File: src/design/xcpd_pkg.sv
// Package for the XOR-checked packet deframer.
// Holds parser states, result status codes, register indexes and store sizes.
// No dependencies.
`default_nettype none

package xcpd_pkg;

  localparam int unsigned StoreDepth = 64;
  localparam int unsigned StoreAw    = 6;
  localparam int unsigned MaxPayload = 64;
  // effective cap on a payload length, whatever max_length says
  localparam int unsigned LenCap = (MaxPayload < StoreDepth) ? MaxPayload : StoreDepth;

  localparam int unsigned CfgAw = 2;
  localparam int unsigned CfgDw = 8;

  localparam logic [CfgAw-1:0] CFG_START_MARKER = 2'd0;
  localparam logic [CfgAw-1:0] CFG_END_MARKER   = 2'd1;
  localparam logic [CfgAw-1:0] CFG_MAX_LENGTH   = 2'd2;

  typedef enum logic [1:0] {
    ST_DATA   = 2'd0,
    ST_BADLEN = 2'd1,
    ST_BADSUM = 2'd2,
    ST_NOEND  = 2'd3
  } status_e;

  typedef enum logic [2:0] {
    S_START   = 3'd0,
    S_TYPE    = 3'd1,
    S_LENGTH  = 3'd2,
    S_PAYLOAD = 3'd3,
    S_CHECK   = 3'd4,
    S_END     = 3'd5,
    S_RD      = 3'd6,
    S_LOAD    = 3'd7
  } phase_e;

endpackage : xcpd_pkg

`default_nettype wire

File: src/design/xor_checked_packet_deframer_unit.sv
// Top level of the XOR-checked packet deframer: frame parser and payload replay.
// Depends on xcpd_pkg and xcpd_ram.
`default_nettype none

// Usage:
//   Received bytes enter on the s_axis channel, one byte per transaction.
//   A frame is start byte, type, length, payload, XOR checksum, end byte.
//   Results leave on the m_axis channel. A good frame gives one transaction
//   per payload byte (or one for an empty payload), tlast on the final one.
//   A bad length, checksum mismatch or wrong end byte gives one error result.
//   Latency: an error or empty-packet result appears the cycle after the
//   byte that caused it. Payload replay starts after the end byte; for each
//   byte the store's registered read is issued in S_RD and the byte is
//   loaded into the output register in S_LOAD. During replay s_axis
//   is not ready. Otherwise one input byte per cycle is taken.
//   Stalls: the output register holds a result until m_axis_tready; while it
//   is full and stalled, no input byte is taken and replay pauses.
//   Reset: parser hunts for the start byte, registers return to 0xAA, 0x55
//   and 64; the payload store is not cleared (only entries written by the
//   current packet are read). Configuration is written through cfg_we_i.
module xor_checked_packet_deframer_unit
  import xcpd_pkg::*;
(
  input  wire logic              clk_i,
  input  wire logic              rst_ni,
  input  wire logic              cfg_we_i,
  input  wire logic [CfgAw-1:0]  cfg_addr_i,
  input  wire logic [CfgDw-1:0]  cfg_wdata_i,
  input  wire logic              s_axis_tvalid,
  output logic                   s_axis_tready,
  input  wire logic [7:0]        s_axis_tdata,   // [7:0] rx_byte
  output logic                   m_axis_tvalid,
  input  wire logic              m_axis_tready,
  // [7:0] msg_type, [14:8] msg_length, [20:15] byte_index,
  // [28:21] payload_byte, [31:29] zero
  output logic [31:0]            m_axis_tdata,
  output logic [2:0]             m_axis_tuser,   // [1:0] status, [2] data_valid
  output logic                   m_axis_tlast
);

  // configuration
  logic [7:0] start_mk_q, end_mk_q;
  logic [6:0] max_len_q;

  always_ff @(posedge clk_i or negedge rst_ni) begin
    if (!rst_ni) begin
      start_mk_q <= 8'd170;
      end_mk_q   <= 8'd85;
      max_len_q  <= 7'd64;
    end else if (cfg_we_i) begin
      case (cfg_addr_i)
        CFG_START_MARKER: start_mk_q <= cfg_wdata_i;
        CFG_END_MARKER:   end_mk_q   <= cfg_wdata_i;
        CFG_MAX_LENGTH:   max_len_q  <= cfg_wdata_i[6:0];
        default: ;
      endcase
    end
  end

  phase_e      state_q, state_d;
  logic [7:0]  held_type_q, held_type_d;
  logic [6:0]  held_len_q, held_len_d;
  logic [6:0]  fill_q, fill_d;
  logic [7:0]  xor_q, xor_d;
  logic [StoreAw-1:0] rd_idx_q, rd_idx_d;

  logic        out_valid_q, out_valid_d;
  status_e     out_status_q, out_status_d;
  logic [7:0]  out_type_q, out_type_d;
  logic [6:0]  out_len_q, out_len_d;
  logic        out_dv_q, out_dv_d;
  logic [5:0]  out_idx_q, out_idx_d;
  logic [7:0]  out_byte_q, out_byte_d;
  logic        out_last_q, out_last_d;

  logic        out_free, in_acc, out_load;
  logic [7:0]  b;
  logic [6:0]  len_limit;
  logic        len_ok, fill_done, rep_last;
  logic [6:0]  fill_inc;
  logic        ram_we, ram_re;
  logic [7:0]  ram_rdata;

  assign b         = s_axis_tdata;
  assign out_free  = !out_valid_q || m_axis_tready;
  assign s_axis_tready = (state_q != S_RD) && (state_q != S_LOAD) && out_free;
  assign in_acc    = s_axis_tvalid && s_axis_tready;

  assign len_limit = (max_len_q > 7'(LenCap)) ? 7'(LenCap) : max_len_q;
  assign len_ok    = (b <= {1'b0, len_limit});
  assign fill_inc  = fill_q + 7'd1;
  assign fill_done = (fill_inc >= held_len_q);
  assign rep_last  = ({1'b0, rd_idx_q} + 7'd1 == held_len_q);

  // next state
  always_comb begin
    state_d = state_q;
    case (state_q)
      S_START: if (in_acc && b == start_mk_q) state_d = S_TYPE;
      S_TYPE:  if (in_acc) state_d = S_LENGTH;
      S_LENGTH: begin
        if (in_acc) begin
          if (b == 8'd0)  state_d = S_CHECK;
          else if (len_ok) state_d = S_PAYLOAD;
          else            state_d = S_START;
        end
      end
      S_PAYLOAD: if (in_acc && fill_done) state_d = S_CHECK;
      S_CHECK: begin
        if (in_acc) state_d = (b == xor_q) ? S_END : S_START;
      end
      S_END: begin
        if (in_acc) begin
          state_d = (b == end_mk_q && held_len_q != 7'd0) ? S_RD : S_START;
        end
      end
      S_RD:   state_d = S_LOAD;
      S_LOAD: if (out_free) state_d = rep_last ? S_START : S_RD;
      default: state_d = S_START;
    endcase
  end

  // datapath and result register
  always_comb begin
    held_type_d  = held_type_q;
    held_len_d   = held_len_q;
    fill_d       = fill_q;
    xor_d        = xor_q;
    rd_idx_d     = rd_idx_q;
    ram_we       = 1'b0;
    ram_re       = 1'b0;
    out_load     = 1'b0;
    out_status_d = out_status_q;
    out_type_d   = out_type_q;
    out_len_d    = out_len_q;
    out_dv_d     = out_dv_q;
    out_idx_d    = out_idx_q;
    out_byte_d   = out_byte_q;
    out_last_d   = out_last_q;
    case (state_q)
      S_TYPE: begin
        if (in_acc) begin
          held_type_d = b;
          xor_d       = b;
        end
      end
      S_LENGTH: begin
        if (in_acc) begin
          fill_d     = 7'd0;
          xor_d      = xor_q ^ b;
          held_len_d = b[6:0];
          if (b != 8'd0 && !len_ok) begin
            out_load     = 1'b1;
            out_status_d = ST_BADLEN;
            out_len_d    = b[6:0];
          end
        end
      end
      S_PAYLOAD: begin
        if (in_acc) begin
          ram_we = 1'b1;
          xor_d  = xor_q ^ b;
          fill_d = fill_inc;
        end
      end
      S_CHECK: begin
        if (in_acc && b != xor_q) begin
          out_load     = 1'b1;
          out_status_d = ST_BADSUM;
          out_len_d    = held_len_q;
        end
      end
      S_END: begin
        if (in_acc) begin
          rd_idx_d = '0;
          if (b != end_mk_q) begin
            out_load     = 1'b1;
            out_status_d = ST_NOEND;
            out_len_d    = held_len_q;
          end else if (held_len_q == 7'd0) begin
            out_load     = 1'b1;
            out_status_d = ST_DATA;
            out_len_d    = 7'd0;
          end
        end
      end
      S_RD: ram_re = 1'b1;
      S_LOAD: begin
        if (out_free) begin
          out_load     = 1'b1;
          out_status_d = ST_DATA;
          out_len_d    = held_len_q;
          rd_idx_d     = rd_idx_q + StoreAw'(1);
        end
      end
      default: ;
    endcase

    // error and empty-packet results share the same framing; replay results carry index, byte and last flag
    if (out_load) begin
      out_type_d = (state_q == S_TYPE) ? b : held_type_q;
      if (state_q == S_LOAD) begin
        out_dv_d   = 1'b1;
        out_idx_d  = rd_idx_q;
        out_byte_d = ram_rdata;
        out_last_d = rep_last;
      end else begin
        out_dv_d   = 1'b0;
        out_idx_d  = 6'd0;
        out_byte_d = 8'd0;
        out_last_d = 1'b1;
      end
    end
    out_valid_d = out_load || (out_valid_q && !m_axis_tready);
  end

  always_ff @(posedge clk_i or negedge rst_ni) begin
    if (!rst_ni) begin
      state_q     <= S_START;
      held_type_q <= 8'd0;
      held_len_q  <= 7'd0;
      fill_q      <= 7'd0;
      xor_q       <= 8'd0;
      rd_idx_q    <= '0;
      out_valid_q <= 1'b0;
    end else begin
      state_q     <= state_d;
      held_type_q <= held_type_d;
      held_len_q  <= held_len_d;
      fill_q      <= fill_d;
      xor_q       <= xor_d;
      rd_idx_q    <= rd_idx_d;
      out_valid_q <= out_valid_d;
    end
  end

  always_ff @(posedge clk_i) begin
    out_status_q <= out_status_d;
    out_type_q   <= out_type_d;
    out_len_q    <= out_len_d;
    out_dv_q     <= out_dv_d;
    out_idx_q    <= out_idx_d;
    out_byte_q   <= out_byte_d;
    out_last_q   <= out_last_d;
  end

  xcpd_ram #(
    .Width (8),
    .Depth (64)
  ) u_store (
    .clk_i   (clk_i),
    .we_i    (ram_we),
    .waddr_i (fill_q[StoreAw-1:0]),
    .wdata_i (b),
    .re_i    (ram_re),
    .raddr_i (rd_idx_q),
    .rdata_o (ram_rdata)
  );

  assign m_axis_tvalid = out_valid_q;
  assign m_axis_tdata  = {3'b000, out_byte_q, out_idx_q, out_len_q, out_type_q};
  assign m_axis_tuser  = {out_dv_q, out_status_q};
  assign m_axis_tlast  = out_last_q;

endmodule : xor_checked_packet_deframer_unit

`default_nettype wire

File: src/design/xcpd_ram.sv
// Generic single-clock RAM: one write port, one read port, registered read.
// Read data holds until the next read enable. No dependencies.
`default_nettype none

module xcpd_ram #(
  parameter int unsigned Width = 8,
  parameter int unsigned Depth = 64
) (
  input  wire logic                     clk_i,
  input  wire logic                     we_i,
  input  wire logic [$clog2(Depth)-1:0] waddr_i,
  input  wire logic [Width-1:0]         wdata_i,
  input  wire logic                     re_i,
  input  wire logic [$clog2(Depth)-1:0] raddr_i,
  output logic      [Width-1:0]         rdata_o
);

  logic [Width-1:0] mem_q [Depth];

  always_ff @(posedge clk_i) begin
    if (we_i) begin
      mem_q[waddr_i] <= wdata_i;
    end
    if (re_i) begin
      rdata_o <= mem_q[raddr_i];
    end
  end

endmodule : xcpd_ram

`default_nettype wire
File: config.mk
export PLATFORM = sky130hd
export DESIGN_NAME = xor_checked_packet_deframer_unit
export DESIGN_NICKNAME = d
export VERILOG_FILES = /design/src/design/xcpd_pkg.sv /design/src/design/xor_checked_packet_deframer_unit.sv /design/src/design/xcpd_ram.sv
export SDC_FILE = /design/constraint.sdc
export NUM_CORES = 1
export LEC_CHECK = 0
export ABC_AREA = 1
export ABC_CLOCK_PERIOD_IN_PS = 3600
export BUFFER_PORTS_ARGS = -buffer_cell sky130_fd_sc_hd__buf_4
export CAP_MARGIN = 10
export CORE_MARGIN = 2
export CORE_UTILIZATION = 30
export DETAILED_ROUTE_END_ITERATION = 12
export HOLD_SLACK_MARGIN = 0.15
export PLACE_DENSITY_LB_ADDON = 0.12
export SYNTH_ARGS = -nofsm -noshare
export SYNTH_HDL_FRONTEND = slang
export SYNTH_SLANG_ARGS = --single-unit
File: constraint.sdc
create_clock -name clk_i -period 3.6 [get_ports clk_i]
set_input_delay 0.54 -clock clk_i [delete_from_list [all_inputs] [get_ports clk_i]]
set_output_delay 0.54 -clock clk_i [all_outputs]
set_load 0.02 [all_outputs]
==> results of run 1 <==
==> worst max-delay path: stages (launching register included) <==
cell	delay, ns
dfrtp_1	0.47
inv_2	0.15
nand2_4	0.16
nor2_4	0.13
inv_2	0.06
nor2_4	0.16
inv_4	0.09
nor2_4	0.13
nand3_2	0.48
nor2_1	0.72
==> routing by layer <==
| layer | vias up | routed length, um | GRT usage (%) |
|---|---|---|---|
| met5 | - | 13 | 0 |
| li1 | 7879 | - | - |
| met3 | 113 | 3690 | 2.68 |
| met1 | 8658 | 36400 | 24.8 |
| met4 | 2 | 2030 | 5.16 |
| met2 | 458 | 38300 | 29.9 |
==> registers in the layout, indices dropped and copies added, names as in the netlist, 8 cells and up <==
signal,cells
end_mk_q,8
held_type_q,8
out_byte_q,8
out_type_q,8
start_mk_q,8
u_store.mem_q,512
u_store.rdata_o,8
xor_q,8
==> per-stage QoR <==
stage / hold WS [ns] / utilization [%] / area [sq um] / instances / power [mW]
final: 0.208 / 35.0 / 29800 / 3419 / 20.9
after detailed placement: 0.500 / 32.3 / 27500 / 3285 / 13.8
after global placement: 0.486 / 32.3 / 27500 / 3285 / 13.8
after global routing: 0.208 / 35.0 / 29800 / 3419 / 22.0
after floorplan: 0.244 / - / 25800 / 2161 / 12.0
after CTS: 0.178 / 35.0 / 29800 / 3419 / 21.1
==> worst max path at each step <==
| stage | startpoint | endpoint | slack, ns |
|---|---|---|---|
| after CTS | state_q[2] | u_store.mem_q[21][6] | 0.68 |
| after detailed placement | state_q[2] | u_store.mem_q[21][6] | 0.71 |
| final | state_q[2] | u_store.mem_q[21][7] | 0.66 |
| after global placement | max_len_q[2] | out_idx_q[4] | 0.71 |
| after global routing | state_q[2] | u_store.mem_q[21][5] | 0.51 |
| after floorplan | max_len_q[2] | m_axis_tlast | 0.89 |
==> cell families after synthesis <==
logic type	after synthesis	synth area share (%)
AOI/OAI and AO/OA	496	11.1
xor gates and xnor gates	27	0.918
adders and majority gates	16	0.777
buffers and inverters	218	3.79
DFF	616	70.6
other	1	0.0146
and+or+nand+nor	785	12.7
==> layout make-up <==
type	instances	area [sq um]	share of cell area, %
multi-input combinational	1327	6600	22.1
sequential	616	18200	61.0
clock buffer	92	1910	6.40
clock inverter	41	417	1.40
inverter	88	340	1.14
timing repair buffer	111	923	3.10
tap	1144	1430	4.80
==> power breakdown <==
group | internal, mW | switching (mW) | leakage [nW] | total (mW)
clock | 4.28 | 3.02 | 1.13 | 7.29
combinational | 1.51 | 3.62 | 3.37 | 5.13
sequential | 8.19 | 0.292 | 5.74 | 8.48
==> placed cells by master, fill, tap and decap left out, types with 16 or more instances in the layout <==
cell type  synthesis  layout
o21ai_1           43      43
nand2_1          257     257
inv_1             74      73
nand3_1          111     111
o22ai_1           41      41
ha_1              16      16
o21ai_0          256     256
clkbuf_1          49      18
xnor2_1           18      18
a21oi_1           45      45
clkbuf_16          0      73
o211ai_1          64      64
dfrtp_1           54      51
clkinv_1           0      17
buf_4             14     103
o221ai_1          40      40
edfxtp_1         553     553
nor2_1           381     381
==> results.yml, run 1 <==
floorplanning:
  die_area_sq_um: 88200
  die_w_um: 297
  die_h_um: 297
  core_sq_um: 85100
  start_util_pct: 30.3
  rows: 107
  num_io_pins: 61
cts:
  cts.clk_slew.worst_paths_ns: 0.06
  numCtsBuffers: 72
  cts.repair.resized: 0
  cts_hold_buf: 1
  clock_sinks: 616
  post-cts-setup-buffer-count: 0
  cts_root_buf: "clkbuf_16"
  clkLatencyLatePin_ns: 0.62
  clockBufferDepth: 3
  cts_tree: "built"
  cts.htree.levels: 3
synth:
  synth_top_area_share_pct: 64.5
  synth_ff_type: "edfxtp_1"
  ys_types: 41
  ys_warn_count: 0
  ys_seq_elements: 616
  synth_common_cells: "553 x edfxtp_1, 381 x nor2_1, 257 x nand2_1"
  yosysSeqAreaShare_pct: 70.6
  yosysMostFrequentCell: "edfxtp_1"
  async_reset_ff_share_pct: 10.2
  synth_edf_count: 553
  yosys-top-cells-area: "edfxtp_1 64%, nor2_1 5.6%, dfrtp_1 5.2%, o21ai_0 5.0%, nand2_1 3.7%"
  netlist_instances: 2159
  avgSynthCellArea_sq_um: 11.9
  yosys.area.top_type: "edfxtp_1"
  syn_area_sq_um: 25800
power:
  peakVddDrop_v: 0.000437
  pwr_density_cell_nw_per_um2: 701
  p_leak_nw: 10.2
run:
  drv_cap: 0
route:
  routed_wl_um: 80500
  ant_nets: 0
  viasPerCell: 5.00
  drc: 0
  drt_iter0_markers: 1502
  via_count: 17100
  wl_per_cell_um: 23.5
  drt_first_pass_iters: 5
sta:
  layout_setup_ws_ns: 0.656
  tightest_slew_ns: 0.967
  slew_viol_final: 0
  fmax_mhz: 340
  period_share_pct: 81.8
  rsz0062_at_grt: "no"
  setup_viol: 0
  period_needed_ns: 2.94
  hold_viol_final: 0
  fin_tns_setup_ns: 0
  fin_worst_skew_ns: 0.0221
  slew_headroom_pct: 35.6
place:
  gp_congestion: 0.840
  dp_worst_setup_slack_ns: 0.707
  post-dp-hpwl_um: 51300
  io_buffers: 57
min_path:
  whs_path_depth: 3
  hp-class: "input pin to flop"
  holdPathEnd: "start_mk_q[7]"
  hold_start: "cfg_wdata_i[7]"
global_route:
  grt_overflow: 0
  grt_pass1_vias: 17400
  gr-usage-all-layers_pct: 18.1
  grt_first_pass_wirelength_um: 119000
  grt_max_degree: 127
  grt_antenna_before_repair: 3
finish:
  fillerInstances: 8444
  antennaDiodeCount: 0
  nets: 2255
  area_growth_pct: 15.7
  drive_gt1_share_pct: 11.4
setup_path:
  path_class: "flop to flop"
  cp_max_fo: 17
  timing.rr.start: "state_q[2]"
  required_ns: 3.84
  rr_worst_depth: 9
  cp.arrival_ns: 3.18
  critPathLaunchType: "flop"
  critPathCaptureType: "flop"
  r2r_end: "u_store.mem_q[21][7]"
  rrSetupSlack_ns: 0.66
status:
  status: "finished clean"
(Power assumes the default switching activity.)
==> inputs of run 2 (changes only) <==
- ABC_CLOCK_PERIOD_IN_PS: 3600 -> 2400
- clock period: 3.6 -> 2.4 ns (I/O delays scaled with it)
==> results.yml, run 2 (synthesis gave the netlist of run 1 again) <==
route:
  drt_first_pass_iters: 7
  drc: 0
  wl_per_cell_um: 22.3
  ant_nets: 0
  viasPerCell: 4.84
  via_count: 17300
  drt_iter0_markers: 1355
  routed_wl_um: 79500
cts:
  cts_root_buf: "clkbuf_16"
  cts_tree: "built"
  clkLatencyLatePin_ns: 0.62
  cts.clk_slew.worst_paths_ns: 0.05
  clockBufferDepth: 3
  numCtsBuffers: 72
  cts.htree.levels: 3
  clock_sinks: 616
floorplanning:
  start_util_pct: 30.3
  die_area_sq_um: 88200
  rows: 107
  die_h_um: 297
  core_sq_um: 85100
  num_io_pins: 61
  die_w_um: 297
setup_path:
  critPathCaptureType: "flop"
  required_ns: 2.72
  critPathLaunchType: "flop"
  cp.arrival_ns: 2.82
  cp_max_fo: 16
  r2r_end: "out_dv_q"
  setup.worst_path.start: "max_len_q[2]"
  rr_worst_depth: 15
  rrSetupSlack_ns: -0.10
  path_class: "flop to flop"
  crit_end: "out_dv_q"
  timing.rr.start: "max_len_q[2]"
finish:
  seqCellArea_sq_um: 18200
  multi_input_comb_area_sq_um: 6740
  largest_register_ff_count: 512
  area_growth_pct: 21.5
  fillerInstances: 8329
  fin_util_pct: 36.8
  drive_gt1_share_pct: 17.5
  layout_commonest_cell: "edfxtp_1"
  nets: 2402
  final_cell_mix: "553 x edfxtp_1, 379 x nor2_1, 256 x o21ai_0"
  largest-register: "u_store.mem_q"
global_route:
  grt_overflow: 0
  grt_util_met1_pct: 24.0
  grtUsageMet3_pct: 3.51
  grt_pass1_vias: 17300
  grt_first_pass_wirelength_um: 117000
  grt_max_degree: 69
  grtUsageMet2_pct: 29.7
  gr-usage-all-layers_pct: 17.9
  grt_antenna_before_repair: 5
  grt-busiest-layer: "met2"
min_path:
  whs_path_depth: 4
  hp-class: "input pin to flop"
place:
  gp_congestion: 0.796
  dp_worst_setup_slack_ns: -0.268
  io_buffers: 57
  post-dp-hpwl_um: 50600
sta:
  whs_ns: 0.202
  setup_viol: 33
  fin_tns_setup_ns: -2.82
  tightest_slew_ns: 0.872
  fin_worst_skew_ns: 0.0295
  slew_headroom_pct: 41.8
  hold_viol_final: 0
  slew_viol_final: 0
  period_needed_ns: 2.50
  period_share_pct: 104
  fmax_mhz: 399
  rsz0062_at_grt: "yes"
  layout_setup_ws_ns: -0.104
power:
  pwr_density_cell_nw_per_um2: 1030
  peakVddDrop_v: 0.000521
  p_leak_nw: 11.1
  total_power_mw: 32.1
status:
  status: "finished with violations"
  violations: "negative setup slack"
run:
  drv_cap: 0
run 2: how the worst min path moves through the flow:
stage,startpoint,to,slack [ns]
global route,s_axis_tdata[3],u_store.mem_q[31][3],0.19
detailed placement,rst_ni,m_axis_tvalid,0.41
CTS,m_axis_tready,m_axis_tvalid,0.16
floorplan,rst_ni,end_mk_q[1],0.06
global placement,rst_ni,m_axis_tvalid,0.40
finish,m_axis_tready,m_axis_tvalid,0.20
run 2: metal layers:
metal / vias up / routed length (um)
li1: 8177 / -
met1: 8629 / 35500
met2: 365 / 38600
met3: 98 / 3780
met4: 6 / 1590
met5: - / 32
run 2: where the power goes:
| group | total (mW) | internal (mW) | switching, mW |
|---|---|---|---|
| clock | 10.9 | 6.44 | 4.45 |
| combinational | 8.60 | 2.96 | 5.64 |
| sequential | 12.6 | 12.3 | 0.347 |
run 2: area by class of cell:
class	instances	area share [%]
multi-input cells	1327	21.5
diodes	1	0.00800
inverters	88	1.09
clock buffers	95	6.27
repair buffers	258	7.17
flip-flops and latches	616	58.2
well taps	1144	4.57
clock inverters	38	1.20
run 2: worst max-delay path: stages, from the launching register on:
cell and delay (ns):
dfrtp_1 0.38, nor4_2 0.27, nand2_1 0.12, nand2_2 0.12, buf_6 0.12, nand2_4 0.04, ha_4 0.25, nand2_1 0.06
nor2_2 0.13, nand2_1 0.06, nand2_1 0.06, nand2_2 0.08, o22ai_2 0.11, nand3_2 0.15, nand2_4 0.11, buf_12 0.15
run 2: stage by stage:
step,std cells,cell area [sq um]
2_1_floorplan,2161,25800
3_3_place_gp,3415,28600
3_5_place_dp,3415,28600
4_1_cts,3559,31100
5_1_grt,3566,31300
6_report,3567,31300
run 2: what timing repair did:
action | CTS | global route
endpoints found under the setup margin | 33 | 37
setup buffers | 1 | 6
pin swaps | 4 | 12
gates resized for setup | 13 | 18
hold buffers | 10 | 0
cloned | 0 | 1
hold endpoints to repair | 63 | 0
